**src/sv/kal_pkg.sv**
```systemverilog
`default_nettype none
// ----------------------------------------------------------------------------
// kal_pkg
// Shared types, token classes and character tables for the keyword-aware lexer.
// ----------------------------------------------------------------------------
package kal_pkg;

    // Token classes
    localparam logic [4:0] CLS_END     = 5'd0;
    localparam logic [4:0] CLS_INT     = 5'd1;
    localparam logic [4:0] CLS_IDENT   = 5'd2;
    localparam logic [4:0] CLS_OP_BASE = 5'd3;
    localparam logic [4:0] CLS_KW_BASE = 5'd15;
    localparam logic [4:0] CLS_UNKNOWN = 5'd21;

    // Input kinds
    localparam logic KIND_CHAR = 1'b0;
    localparam logic KIND_END  = 1'b1;

    localparam int NUM_KW = 6;

    // One result beat
    typedef struct packed {
        logic [4:0] token_class;
        logic [6:0] lexeme_length;
        logic       lexeme_truncated;
        logic       last;
    } result_t;

    // Results produced for one input item, in order
    typedef struct packed {
        logic [1:0] n;
        result_t    r0;
        result_t    r1;
    } push_t;

    // Keyword lengths: while if else switch case for
    function automatic logic [2:0] kw_len(input logic [2:0] k);
        logic [2:0] len;
        case (k)
            3'd0:    len = 3'd5;
            3'd1:    len = 3'd2;
            3'd2:    len = 3'd4;
            3'd3:    len = 3'd6;
            3'd4:    len = 3'd4;
            3'd5:    len = 3'd3;
            default: len = 3'd0;
        endcase
        return len;
    endfunction

    // Character p of keyword k (zero beyond its end)
    function automatic logic [7:0] kw_char(input logic [2:0] k, input logic [2:0] p);
        logic [47:0] word;
        logic [7:0]  ch;
        case (k)
            3'd0:    word = {"while", 8'h00};
            3'd1:    word = {"if", 32'h0};
            3'd2:    word = {"else", 16'h0};
            3'd3:    word = "switch";
            3'd4:    word = {"case", 16'h0};
            3'd5:    word = {"for", 24'h0};
            default: word = 48'h0;
        endcase
        case (p)
            3'd0:    ch = word[47:40];
            3'd1:    ch = word[39:32];
            3'd2:    ch = word[31:24];
            3'd3:    ch = word[23:16];
            3'd4:    ch = word[15:8];
            3'd5:    ch = word[7:0];
            default: ch = 8'h00;
        endcase
        return ch;
    endfunction

    // Operator class, or zero when the byte is no operator
    function automatic logic [4:0] op_class(input logic [7:0] c);
        logic [4:0] cls;
        case (c)
            "(":     cls = CLS_OP_BASE + 5'd0;
            ")":     cls = CLS_OP_BASE + 5'd1;
            "+":     cls = CLS_OP_BASE + 5'd2;
            "-":     cls = CLS_OP_BASE + 5'd3;
            "*":     cls = CLS_OP_BASE + 5'd4;
            "/":     cls = CLS_OP_BASE + 5'd5;
            "{":     cls = CLS_OP_BASE + 5'd6;
            "}":     cls = CLS_OP_BASE + 5'd7;
            "<":     cls = CLS_OP_BASE + 5'd8;
            ">":     cls = CLS_OP_BASE + 5'd9;
            "=":     cls = CLS_OP_BASE + 5'd10;
            ";":     cls = CLS_OP_BASE + 5'd11;
            default: cls = 5'd0;
        endcase
        return cls;
    endfunction

    function automatic logic is_letter(input logic [7:0] c);
        return (c >= "a" && c <= "z") || (c >= "A" && c <= "Z");
    endfunction

    function automatic logic is_digit(input logic [7:0] c);
        return c >= "0" && c <= "9";
    endfunction

    function automatic logic is_space(input logic [7:0] c);
        return c == " " || (c >= 8'd9 && c <= 8'd13);
    endfunction

endpackage
`default_nettype wire

```
**src/sv/kal_core.sv**
```systemverilog
`default_nettype none
// ----------------------------------------------------------------------------
// kal_core
// Token scanner: holds the pending-token state and turns one registered
// input item into zero, one or two result beats combinationally.
// ----------------------------------------------------------------------------
module kal_core
    import kal_pkg::*;
#(
    parameter int LEXEME_MAX = 127
)
(
    input  wire logic       clk,
    input  wire logic       rst_n,
    input  wire logic       take,
    input  wire logic       kind_in,
    input  wire logic [7:0] char_in,
    output push_t           push
);

    localparam int CW = $clog2(LEXEME_MAX + 1);

    localparam logic [1:0] MODE_IDLE   = 2'd0;
    localparam logic [1:0] MODE_IDENT  = 2'd1;
    localparam logic [1:0] MODE_NUMBER = 2'd2;

    logic [1:0]        mode_reg,  mode_next;
    logic [CW-1:0]     count_reg, count_next;
    logic [NUM_KW-1:0] alive_reg, alive_next;
    logic              ovf_reg,   ovf_next;

    logic              pending;
    logic              letter, digit, space;
    logic              cont;
    logic              has_a, has_b;
    logic [4:0]        op_cls;
    logic [4:0]        close_cls;
    result_t           res_a, res_b;
    logic [NUM_KW-1:0] alive_ext;
    logic [NUM_KW-1:0] alive_start;

    assign pending = (mode_reg == MODE_IDENT) || (mode_reg == MODE_NUMBER);
    assign letter  = is_letter(char_in);
    assign digit   = is_digit(char_in);
    assign space   = is_space(char_in);
    assign op_cls  = op_class(char_in);

    // Keep a pending token growing on letters/digits (digits only for literals)
    assign cont = (kind_in == KIND_CHAR) &&
                  (((mode_reg == MODE_IDENT) && (letter || digit)) ||
                   ((mode_reg == MODE_NUMBER) && digit));

    // Narrow keyword flags by the next character, and seed them on a first letter
    always_comb
    begin
        for (int k = 0; k < NUM_KW; k++)
        begin
            alive_ext[k] = alive_reg[k] &&
                           (count_reg < CW'(kw_len(3'(k)))) &&
                           (kw_char(3'(k), count_reg[2:0]) == char_in);
            alive_start[k] = (kw_char(3'(k), 3'd0) == char_in);
        end
    end

    // Classify the token being closed
    always_comb
    begin
        close_cls = (mode_reg == MODE_IDENT) ? CLS_IDENT : CLS_INT;
        if (mode_reg == MODE_IDENT && !ovf_reg)
        begin
            for (int k = NUM_KW - 1; k >= 0; k--)
            begin
                if (alive_reg[k] && (count_reg == CW'(kw_len(3'(k)))))
                    close_cls = CLS_KW_BASE + 5'(k);
            end
        end
    end

    // Build the closing beat and the character beat
    always_comb
    begin
        has_a = pending && !cont;
        has_b = (kind_in == KIND_END) || (!letter && !digit && !space);

        res_a.token_class      = close_cls;
        res_a.lexeme_length    = 7'(count_reg);
        res_a.lexeme_truncated = ovf_reg;
        res_a.last             = !has_b;

        if (kind_in == KIND_END)
        begin
            res_b.token_class   = CLS_END;
            res_b.lexeme_length = 7'd0;
        end
        else
        begin
            res_b.token_class   = (op_cls != 5'd0) ? op_cls : CLS_UNKNOWN;
            res_b.lexeme_length = 7'd1;
        end
        res_b.lexeme_truncated = 1'b0;
        res_b.last             = 1'b1;

        push.n  = take ? (2'(has_a) + 2'(has_b)) : 2'd0;
        push.r0 = has_a ? res_a : res_b;
        push.r1 = res_b;
    end

    // Next token state
    always_comb
    begin
        mode_next  = mode_reg;
        count_next = count_reg;
        alive_next = alive_reg;
        ovf_next   = ovf_reg;
        if (cont)
        begin
            if (count_reg < CW'(LEXEME_MAX))
            begin
                count_next = count_reg + 1'b1;
                if (mode_reg == MODE_IDENT)
                    alive_next = alive_ext;
            end
            else
            begin
                ovf_next   = 1'b1;
                alive_next = '0;
            end
        end
        else
        begin
            mode_next  = MODE_IDLE;
            count_next = '0;
            alive_next = '0;
            ovf_next   = 1'b0;
            if (kind_in == KIND_CHAR && letter)
            begin
                mode_next  = MODE_IDENT;
                count_next = CW'(1);
                alive_next = alive_start;
            end
            else if (kind_in == KIND_CHAR && digit)
            begin
                mode_next  = MODE_NUMBER;
                count_next = CW'(1);
            end
        end
    end

    // Advance state on each taken item
    always_ff @(posedge clk or negedge rst_n)
    begin
        if (!rst_n)
        begin
            mode_reg  <= MODE_IDLE;
            count_reg <= '0;
            alive_reg <= '0;
            ovf_reg   <= 1'b0;
        end
        else if (take)
        begin
            mode_reg  <= mode_next;
            count_reg <= count_next;
            alive_reg <= alive_next;
            ovf_reg   <= ovf_next;
        end
    end

`ifndef NO_ASSERTIONS
    a_count_bound: assert property (@(posedge clk) disable iff (!rst_n)
        count_reg <= CW'(LEXEME_MAX))
        else $error("lexeme count beyond limit");

    a_ovf_at_limit: assert property (@(posedge clk) disable iff (!rst_n)
        ovf_reg |-> (count_reg == CW'(LEXEME_MAX) && alive_reg == '0))
        else $error("overflow flag without saturated count");

    a_alive_ident: assert property (@(posedge clk) disable iff (!rst_n)
        (alive_reg != '0) |-> (mode_reg == MODE_IDENT))
        else $error("keyword flags set outside an identifier");
`endif

endmodule
`default_nettype wire

```
**src/sv/kal_result_fifo.sv**
```systemverilog
`default_nettype none
// ----------------------------------------------------------------------------
// kal_result_fifo
// Four-beat result queue: takes up to two beats per cycle from the scanner
// when it has room; hands one beat per cycle out while out_stall is low.
// ----------------------------------------------------------------------------
module kal_result_fifo
    import kal_pkg::*;
(
    input  wire logic  clk,
    input  wire logic  rst_n,
    input  wire push_t push,
    output logic       room,
    output logic       out_valid,
    input  wire logic  out_stall,
    output result_t    head
);

    localparam int DEPTH = 4;

    result_t    mem_reg [DEPTH];
    logic [1:0] wr_ptr_reg, wr_ptr_next;
    logic [1:0] rd_ptr_reg, rd_ptr_next;
    logic [2:0] count_reg,  count_next;
    logic       pop;
    logic [1:0] wr_ptr_p1;

    assign out_valid = (count_reg != 3'd0);
    assign pop       = out_valid && !out_stall;
    assign room      = (count_reg <= 3'd2);
    assign head      = mem_reg[rd_ptr_reg];
    assign wr_ptr_p1 = wr_ptr_reg + 2'd1;

    // Pointer and fill bookkeeping
    always_comb
    begin
        wr_ptr_next = wr_ptr_reg + push.n;
        rd_ptr_next = rd_ptr_reg + 2'(pop);
        count_next  = count_reg + 3'(push.n) - 3'(pop);
    end

    always_ff @(posedge clk or negedge rst_n)
    begin
        if (!rst_n)
        begin
            wr_ptr_reg <= '0;
            rd_ptr_reg <= '0;
            count_reg  <= '0;
        end
        else
        begin
            wr_ptr_reg <= wr_ptr_next;
            rd_ptr_reg <= rd_ptr_next;
            count_reg  <= count_next;
        end
    end

    // Store incoming beats in order
    always_ff @(posedge clk)
    begin
        for (int i = 0; i < DEPTH; i++)
        begin
            if (push.n != 2'd0 && wr_ptr_reg == 2'(i))
                mem_reg[i] <= push.r0;
            if (push.n == 2'd2 && wr_ptr_p1 == 2'(i))
                mem_reg[i] <= push.r1;
        end
    end

`ifndef NO_ASSERTIONS
    a_no_overfill: assert property (@(posedge clk) disable iff (!rst_n)
        (push.n != 2'd0) |-> (count_reg <= 3'd2))
        else $error("result queue written without room");

    a_count_bound: assert property (@(posedge clk) disable iff (!rst_n)
        count_reg <= 3'(DEPTH))
        else $error("result queue fill beyond depth");

    a_ptr_gap: assert property (@(posedge clk) disable iff (!rst_n)
        (count_reg == 3'd0 || count_reg == 3'(DEPTH)) |-> (wr_ptr_reg == rd_ptr_reg))
        else $error("queue pointers disagree with fill count");
`endif

endmodule
`default_nettype wire

```
**src/sv/keyword_aware_lexer.sv**
```systemverilog
`default_nettype none
// ----------------------------------------------------------------------------
// keyword_aware_lexer
// Streaming lexer: one character beat in, token beats out.
// ----------------------------------------------------------------------------
// Input channel: in_valid/in_stall with kind and char_byte. Each beat is one
// ASCII byte (kind 0) or an end marker (kind 1).
// Output channel: out_valid/out_stall with token_class, lexeme_length,
// lexeme_truncated and last. An input beat yields zero, one or two output
// beats; last marks the final one of each input beat.
// Path: the input beat that closes a token waits in the input register until
// the scanner takes it; its token beat is registered in the result queue.
// Throughput: one input beat per cycle while the output drains. The output
// port moves one beat per cycle, so input beats that yield two tokens each
// are held back to that rate; the four-beat result queue absorbs the excess.
// Stall: when the receiver stalls, the result queue fills and in_stall rises
// once fewer than two queue entries are free; no beat is lost.
// Reset: clears the pending token, the input register and the result queue;
// the block comes up idle with in_stall low.
// ----------------------------------------------------------------------------
module keyword_aware_lexer
    import kal_pkg::*;
#(
    parameter int LEXEME_MAX = 127
)
(
    input  wire logic       clk,
    input  wire logic       rst_n,
    input  wire logic       in_valid,
    output logic            in_stall,
    input  wire logic       kind,
    input  wire logic [7:0] char_byte,
    output logic            out_valid,
    input  wire logic       out_stall,
    output logic [4:0]      token_class,
    output logic [6:0]      lexeme_length,
    output logic            lexeme_truncated,
    output logic            last
);

    logic       valid_reg;
    logic       kind_reg;
    logic [7:0] char_reg;
    logic       take;
    logic       room;
    push_t      push;
    result_t    head;

    assign take     = valid_reg && room;
    assign in_stall = valid_reg && !room;

    // Hold the input beat until the scanner takes it
    always_ff @(posedge clk or negedge rst_n)
    begin
        if (!rst_n)
            valid_reg <= 1'b0;
        else if (!in_stall)
            valid_reg <= in_valid;
    end

    always_ff @(posedge clk)
    begin
        if (in_valid && !in_stall)
        begin
            kind_reg <= kind;
            char_reg <= char_byte;
        end
    end

    kal_core #(
        .LEXEME_MAX (LEXEME_MAX)
    ) u_core (
        .clk     (clk),
        .rst_n   (rst_n),
        .take    (take),
        .kind_in (kind_reg),
        .char_in (char_reg),
        .push    (push)
    );

    kal_result_fifo u_fifo (
        .clk       (clk),
        .rst_n     (rst_n),
        .push      (push),
        .room      (room),
        .out_valid (out_valid),
        .out_stall (out_stall),
        .head      (head)
    );

    assign token_class      = head.token_class;
    assign lexeme_length    = head.lexeme_length;
    assign lexeme_truncated = head.lexeme_truncated;
    assign last             = head.last;

endmodule
`default_nettype wire
```
**config.mk**
```make
export PLATFORM = sky130hd
export DESIGN_NAME = keyword_aware_lexer
export DESIGN_NICKNAME = d
export VERILOG_FILES = /design/src/sv/kal_pkg.sv /design/src/sv/kal_core.sv /design/src/sv/kal_result_fifo.sv /design/src/sv/keyword_aware_lexer.sv
export SDC_FILE = /design/constraint.sdc
export NUM_CORES = 1
export LEC_CHECK = 0
export ABC_AREA = 0
export BUFFER_PORTS_ARGS = -buffer_cell sky130_fd_sc_hd__buf_4
export CAP_MARGIN = 20
export CORE_MARGIN = 2
export CORE_UTILIZATION = 56
export CTS_CLUSTER_DIAMETER = 60
export DETAILED_ROUTE_END_ITERATION = 10
export GPL_TIMING_DRIVEN = 1
export PLACE_DENSITY_LB_ADDON = 0.3
export SLEW_MARGIN = 20
export SYNTH_ARGS = -nofsm -noshare
export SYNTH_HDL_FRONTEND = slang
export SYNTH_SLANG_ARGS = --single-unit
```
**constraint.sdc**
```tcl
create_clock -name clk -period 3.63 [get_ports clk]
set_input_delay 1.089 -clock clk [delete_from_list [all_inputs] [get_ports clk]]
set_output_delay 1.089 -clock clk [all_outputs]
set_load 0.1 [all_outputs]
```
Word-level counts from Yosys, hierarchy flattened. Memories as Yosys holds them, arrays and structs flattened. Index checks and enable logic that the tools add are counted.

Bitwise operators: 6. Add/sub/neg operators: 7. Equal/unequal tests: 47. Reductions and logical operators: 71. Multiplexer cells: 62. Order comparisons: 15.

Operators by type and width (number): two-way mux 14 bit (7); equality test 8 x 6 -> 1 bit (second input constant) (11); equality test 7 x 8 -> 1 bit (6); equality test 7 x 8 -> 1 bit (first input constant) (6); case mux 4 bit (12 select lines) (1); logical AND 1 bit (43); case mux 7 bit (3 select lines) (2); case mux 7 bit (6 select lines) (1); two-way mux 5 bit (8); equality test 7 x 3 -> 1 bit (5); case mux 7 bit (5 select lines) (1); case mux 7 bit (4 select lines) (1); OR reduction 14 bit (2); two-way mux 6 bit (4); less-than comparator 7 x 3 -> 1 bit (second input constant) (3); two-way mux 1 bit (21); two-way mux 7 bit (3); equality test 8 x 7 -> 1 bit (second input constant) (2); >= comparator 8 x 7 -> 1 bit (second input constant) (2); less-or-equal comparator 8 x 7 -> 1 bit (second input constant) (2); two-way mux 3 bit (5); less-than comparator 7 x 2 -> 1 bit (second input constant) (2); case mux 7 bit (2 select lines) (1); equality test 2 bit (second input constant) (6); 32 further kinds (63).

Memories: 1. Output and inout bits: 16. Input bits: 13. RAM bits: 56. Flip-flop bits (word level): 33.

Memories: u_fifo.mem_reg (words 4, width 14, rd ports 1, clocked after memory_dff 0, write ports 2, RTL line kal_result_fifo.sv:21) `result_t mem_reg [DEPTH];`.

Logic depth before layout (Yosys ltp).
Depth after elaboration: 18. Gate-level depth with buffers: 16.

Modules after synthesis. From an unflattened synthesis, not the netlist that was laid out.

Cell total of the unflattened synthesis: 520. Area, all modules: 5836.8 µm².

Modules (own cells, without submodules): kal_result_fifo (times used 1, area an instance 3188.1 µm², cells each 178); kal_core (times used 1, area an instance 2314.7 µm², cells each 327); keyword_aware_lexer (times used 1, area an instance 334.1 µm², cells each 15).

Worst setup path before layout. Ideal clock, no wire load.

Kind: register -> register. From: register char_reg[1]. To: memory u_fifo.mem_reg[3][0] in the netlist's numbering (enable). Buffers on the path: 3. Cell stages (with the launch flop): 13. Required time: 3.224 ns. Clock period less this slack: 3.522 ns. Path slack: 0.108 ns. Data arrival time: 3.116 ns. Cell sequence: edfxtp_1 -> buf_2 -> clkbuf_1 -> buf_1 -> nand2_1 -> mux2i_1 -> a22oi_1 -> nand2_1 -> nand2_1 -> ha_1 -> nor2b_1 -> a21oi_1 -> nor3b_1.

RTL lines: start, declared (RTL line keyword_aware_lexer.sv:43) `logic [7:0] char_reg;`; start signal, assigned (RTL line keyword_aware_lexer.sv:66) `char_reg <= char_byte;`; end, declared (RTL line kal_result_fifo.sv:21).

==> results.json <==
{
  "globalplace.congestion": 0.950,
  "cts-htree-levels": 3,
  "worstSkewPairLatency_ns": 0.36,
  "root_buffer": "clkbuf_8",
  "fillerInstances": 706,
  "wire_per_inst_um": 19.7,
  "drv_cap": 0,
  "sequentialPowerShare_pct": 29.6,
  "hold_path_class": "reg2reg",
  "first_pass_iters": 5,
  "ys_types": 71,
  "finalClockSkew_ns": 0.0106,
  "max_freq_mhz": 306,
  "p_int_w": 0.00278,
  "leakage_nw": 2.18,
  "synth_async_sr_flop_share_pct": 27.0,
  "post-route-util_pct": 65.3,
  "first_global_vias": 4228,
  "netlist_instances": 513,
  "whs_ns": 0.480,
  "antenna_found_initial": 0,
  "criticalPathCategory": "reg2reg",
  "rows": 35,
  "hold_buffers": 0,
  "relSlewSlack_pct": 51.9,
  "ant_nets": 0,
  "dieArea_sq_um": 10400,
  "synth.cell_area_sq_um": 5350,
  "synth_nets": 541,
  "cp_max_fo": 8,
  "switching_share_pct": 48.0,
  "drc": 0,
  "period_share_pct": 90.0,
  "p_comb_share_pct": 53.2,
  "areaGrowthSynthToFinish_pct": 12.8,
  "antenna_cells": 0,
  "required_ns": 3.69,
  "yosysSeqAreaShare_pct": 46.2,
  "grt_max_degree": 29,
  "status": "finished, final reports clean",
  "cts_tree": "done",
  "cts_inserted_buffers": 9,
  "die_w_um": 102,
  "pwr-share-clk_pct": 17.2,
  "cts.clk_slew.worst_paths_ns": 0.10,
  "coreArea_sq_um": 9240,
  "yosysWarnings": 0,
  "num-nets-final": 566,
  "grtUsageTotal_pct": 27.0,
  "timing.critical_path.from_type": "register",
  "drt-total-wl_mm": 13.2,
  "initial_core_util_pct": 57.9,
  "tns_ns": 0,
  "hold_viol": 0,
  "cts_sinks": 89,
  "critPathCaptureType": "register",
  "grt_pass1_wl_mm": 21.5,
  "postCtsSetupBuffers": 0,
  "hpwlAfterDp_mm": 9.44,
  "avgViaCountPerCell": 6.40,
  "max_slew.worst_pin.slew_ns": 0.714,
  "drt-initial-drc-count": 377,
  "drive_gt1_share_pct": 18.2,
  "ys.flop_type": "edfxtp_1",
  "clock_path_buffers": 2,
  "ys_ff_latch": 89,
  "power_density_nw_per_um2": 886,
  "ir_drop_mv": 0.541,
  "rsz0062_at_grt": "false",
  "cp.arrival_ns": 3.32,
  "syn_area_per_cell_sq_um": 10.4,
  "die-height_um": 102,
  "io_pins": 29,
  "synth_edf_count": 57,
  "vias": 4300,
  "fin_crit_ns": 3.27,
  "finalSetupViolCount": 0,
  "power.switching_w": 0.00257,
  "overflow": 0,
  "io_buffer_count": 28,
  "largest_reg_flops": 56,
  "drv_slew": 0
}
==> timing repair <==
item	4_1_cts	5_1_grt
endpoints found under the hold margin	0	0
resized for setup	0	1
setup endpoints to repair	0	7
==> power by group through the flow <==
stage	logic, W	clock network [W]	registers, W
after floorplan	0.00225	0	0.00149
after detailed placement	0.00282	0	0.00160
after CTS	0.00284	0.000918	0.00158
after global routing	0.00303	0.000959	0.00161
after global placement	0.00276	0	0.00158
final	0.00284	0.000918	0.00158
==> metal layers <==
metal,track usage [%],routed length (um),vias up
met5,0,0,-
met1,36.4,5580,2033
li1,-,-,1993
met2,43.8,6200,234
met3,4.55,1080,40
met4,10.5,352,0
==> worst max-delay path, stage by stage (launching register included) <==
cell,delay [ns]
edfxtp_1,0.49
or3_1,0.40
o22ai_2,0.24
nor3b_1,0.10
nor2_1,0.13
nand2_1,0.07
nand2_1,0.09
ha_1,0.28
nor2b_1,0.18
nand3_1,0.21
nor3b_2,0.32
nor2_1,0.19
inv_1,0.26
==> final timing paths <==
check,from,to,slack [ns],cells past startpoint
worst min register to register,u_fifo.mem_reg[2][6]$_SDFFE_PP0P_,u_fifo.mem_reg[2][6]$_SDFFE_PP0P_,0.48,1
worst min-delay path,u_fifo.mem_reg[2][6]$_SDFFE_PP0P_,u_fifo.mem_reg[2][6]$_SDFFE_PP0P_,0.48,1
max in group asynchronous,rst_n,u_core.count_reg[3]$_DFFE_PN0P_,2.76,1
worst max-delay path,char_reg[3]$_DFFE_PP_,u_fifo.mem_reg[2][9]$_DFFE_PP_,0.36,12
worst max register to register,char_reg[3]$_DFFE_PP_,u_fifo.mem_reg[2][9]$_DFFE_PP_,0.36,12
min in group asynchronous,rst_n,valid_reg$_DFFE_PN0N_,0.61,1
==> cells in the final DEF, fill, tap and decap left out, drive strengths merged, types with 4 or more instances in the layout <==
master	count
or3	7
nand2b	9
a31oi	13
o22ai	9
nand4b	4
nand3	14
a21o	4
xnor2	9
bufinv	4
or4	4
o21bai	4
nor3	20
buf	53
and2	20
a22o	5
clkbuf	9
mux4	14
nand4	5
nor2	38
edfxtp	57
ha	14
o32ai	6
a21oi	21
nand2	35
mux2i	8
dfrtp	24
xor2	6
nor4	11
inv	19
nor2b	10
or2	4
dfxtp	8
o21ai	24
nor3b	7
==> cell families after synthesis <==
kind of cell	Yosys count	share of synthesized area, %
mux	22	7.39
compound gates	115	15.3
simple gates	201	20.7
flops	89	46.2
fa+ha+maj	15	3.65
xor+xnor	15	2.45
buf+inv	56	4.32
==> Yosys cell counts, types with 3 or more instances <==
| master | count | area [sq um] |
|---|---|---|
| mux4_2 | 14 | 315 |
| nor2b_1 | 10 | 62.6 |
| nor2_1 | 36 | 135 |
| o41ai_1 | 3 | 26.3 |
| nor4_1 | 11 | 68.8 |
| and2_1 | 20 | 125 |
| o22ai_1 | 8 | 50.1 |
| o21bai_1 | 4 | 30.0 |
| buf_2 | 14 | 70.1 |
| a31oi_1 | 13 | 81.3 |
| mux2i_1 | 8 | 80.1 |
| nand4_1 | 5 | 31.3 |
| nor3b_1 | 6 | 45.0 |
| inv_1 | 17 | 63.8 |
| nand2_1 | 35 | 131 |
| nand2b_1 | 9 | 56.3 |
| a21o_1 | 4 | 30.0 |
| o32ai_1 | 6 | 52.6 |
| or3_1 | 7 | 43.8 |
| nor3_1 | 19 | 95.1 |
| and3_1 | 3 | 18.8 |
| dfxtp_1 | 8 | 160 |
| xnor2_1 | 9 | 78.8 |
| o21ai_0 | 22 | 110 |
| a21oi_1 | 21 | 105 |
| xor2_1 | 6 | 52.6 |
| nand3b_1 | 3 | 22.5 |
| nand4b_1 | 4 | 35.0 |
| or4_1 | 3 | 22.5 |
| clkbuf_1 | 22 | 82.6 |
| dfrtp_1 | 24 | 601 |
| edfxtp_1 | 57 | 1710 |
| nand3_1 | 14 | 70.1 |
| a22o_1 | 5 | 43.8 |
| ha_1 | 14 | 175 |
==> metrics by stage <==
stage | area (sq um) | std cells | setup slack [ns] | total power [W]
2_1_floorplan | 5350 | 513 | 0.108 | 0.00374
3_3_place_gp | 5760 | 656 | 0.415 | 0.00434
3_5_place_dp | 5760 | 656 | 0.286 | 0.00442
4_1_cts | 6030 | 672 | 0.239 | 0.00533
5_1_grt | 6040 | 672 | 0.0760 | 0.00560
6_report | 6040 | 672 | 0.363 | 0.00535
==> cell type report <==
| type | count | area (sq um) | area share [%] |
|---|---|---|---|
| Clock inverter | 7 | 149 | 2.47 |
| Clock buffer | 9 | 124 | 2.05 |
| Timing Repair Buffer | 53 | 398 | 6.59 |
| Tap cell | 129 | 161 | 2.67 |
| Inverter | 17 | 63.8 | 1.06 |
| Multi-Input combinational cell | 368 | 2670 | 44.2 |
| Sequential cell | 89 | 2470 | 41.0 |
Power figures use the tool's default switching activity.
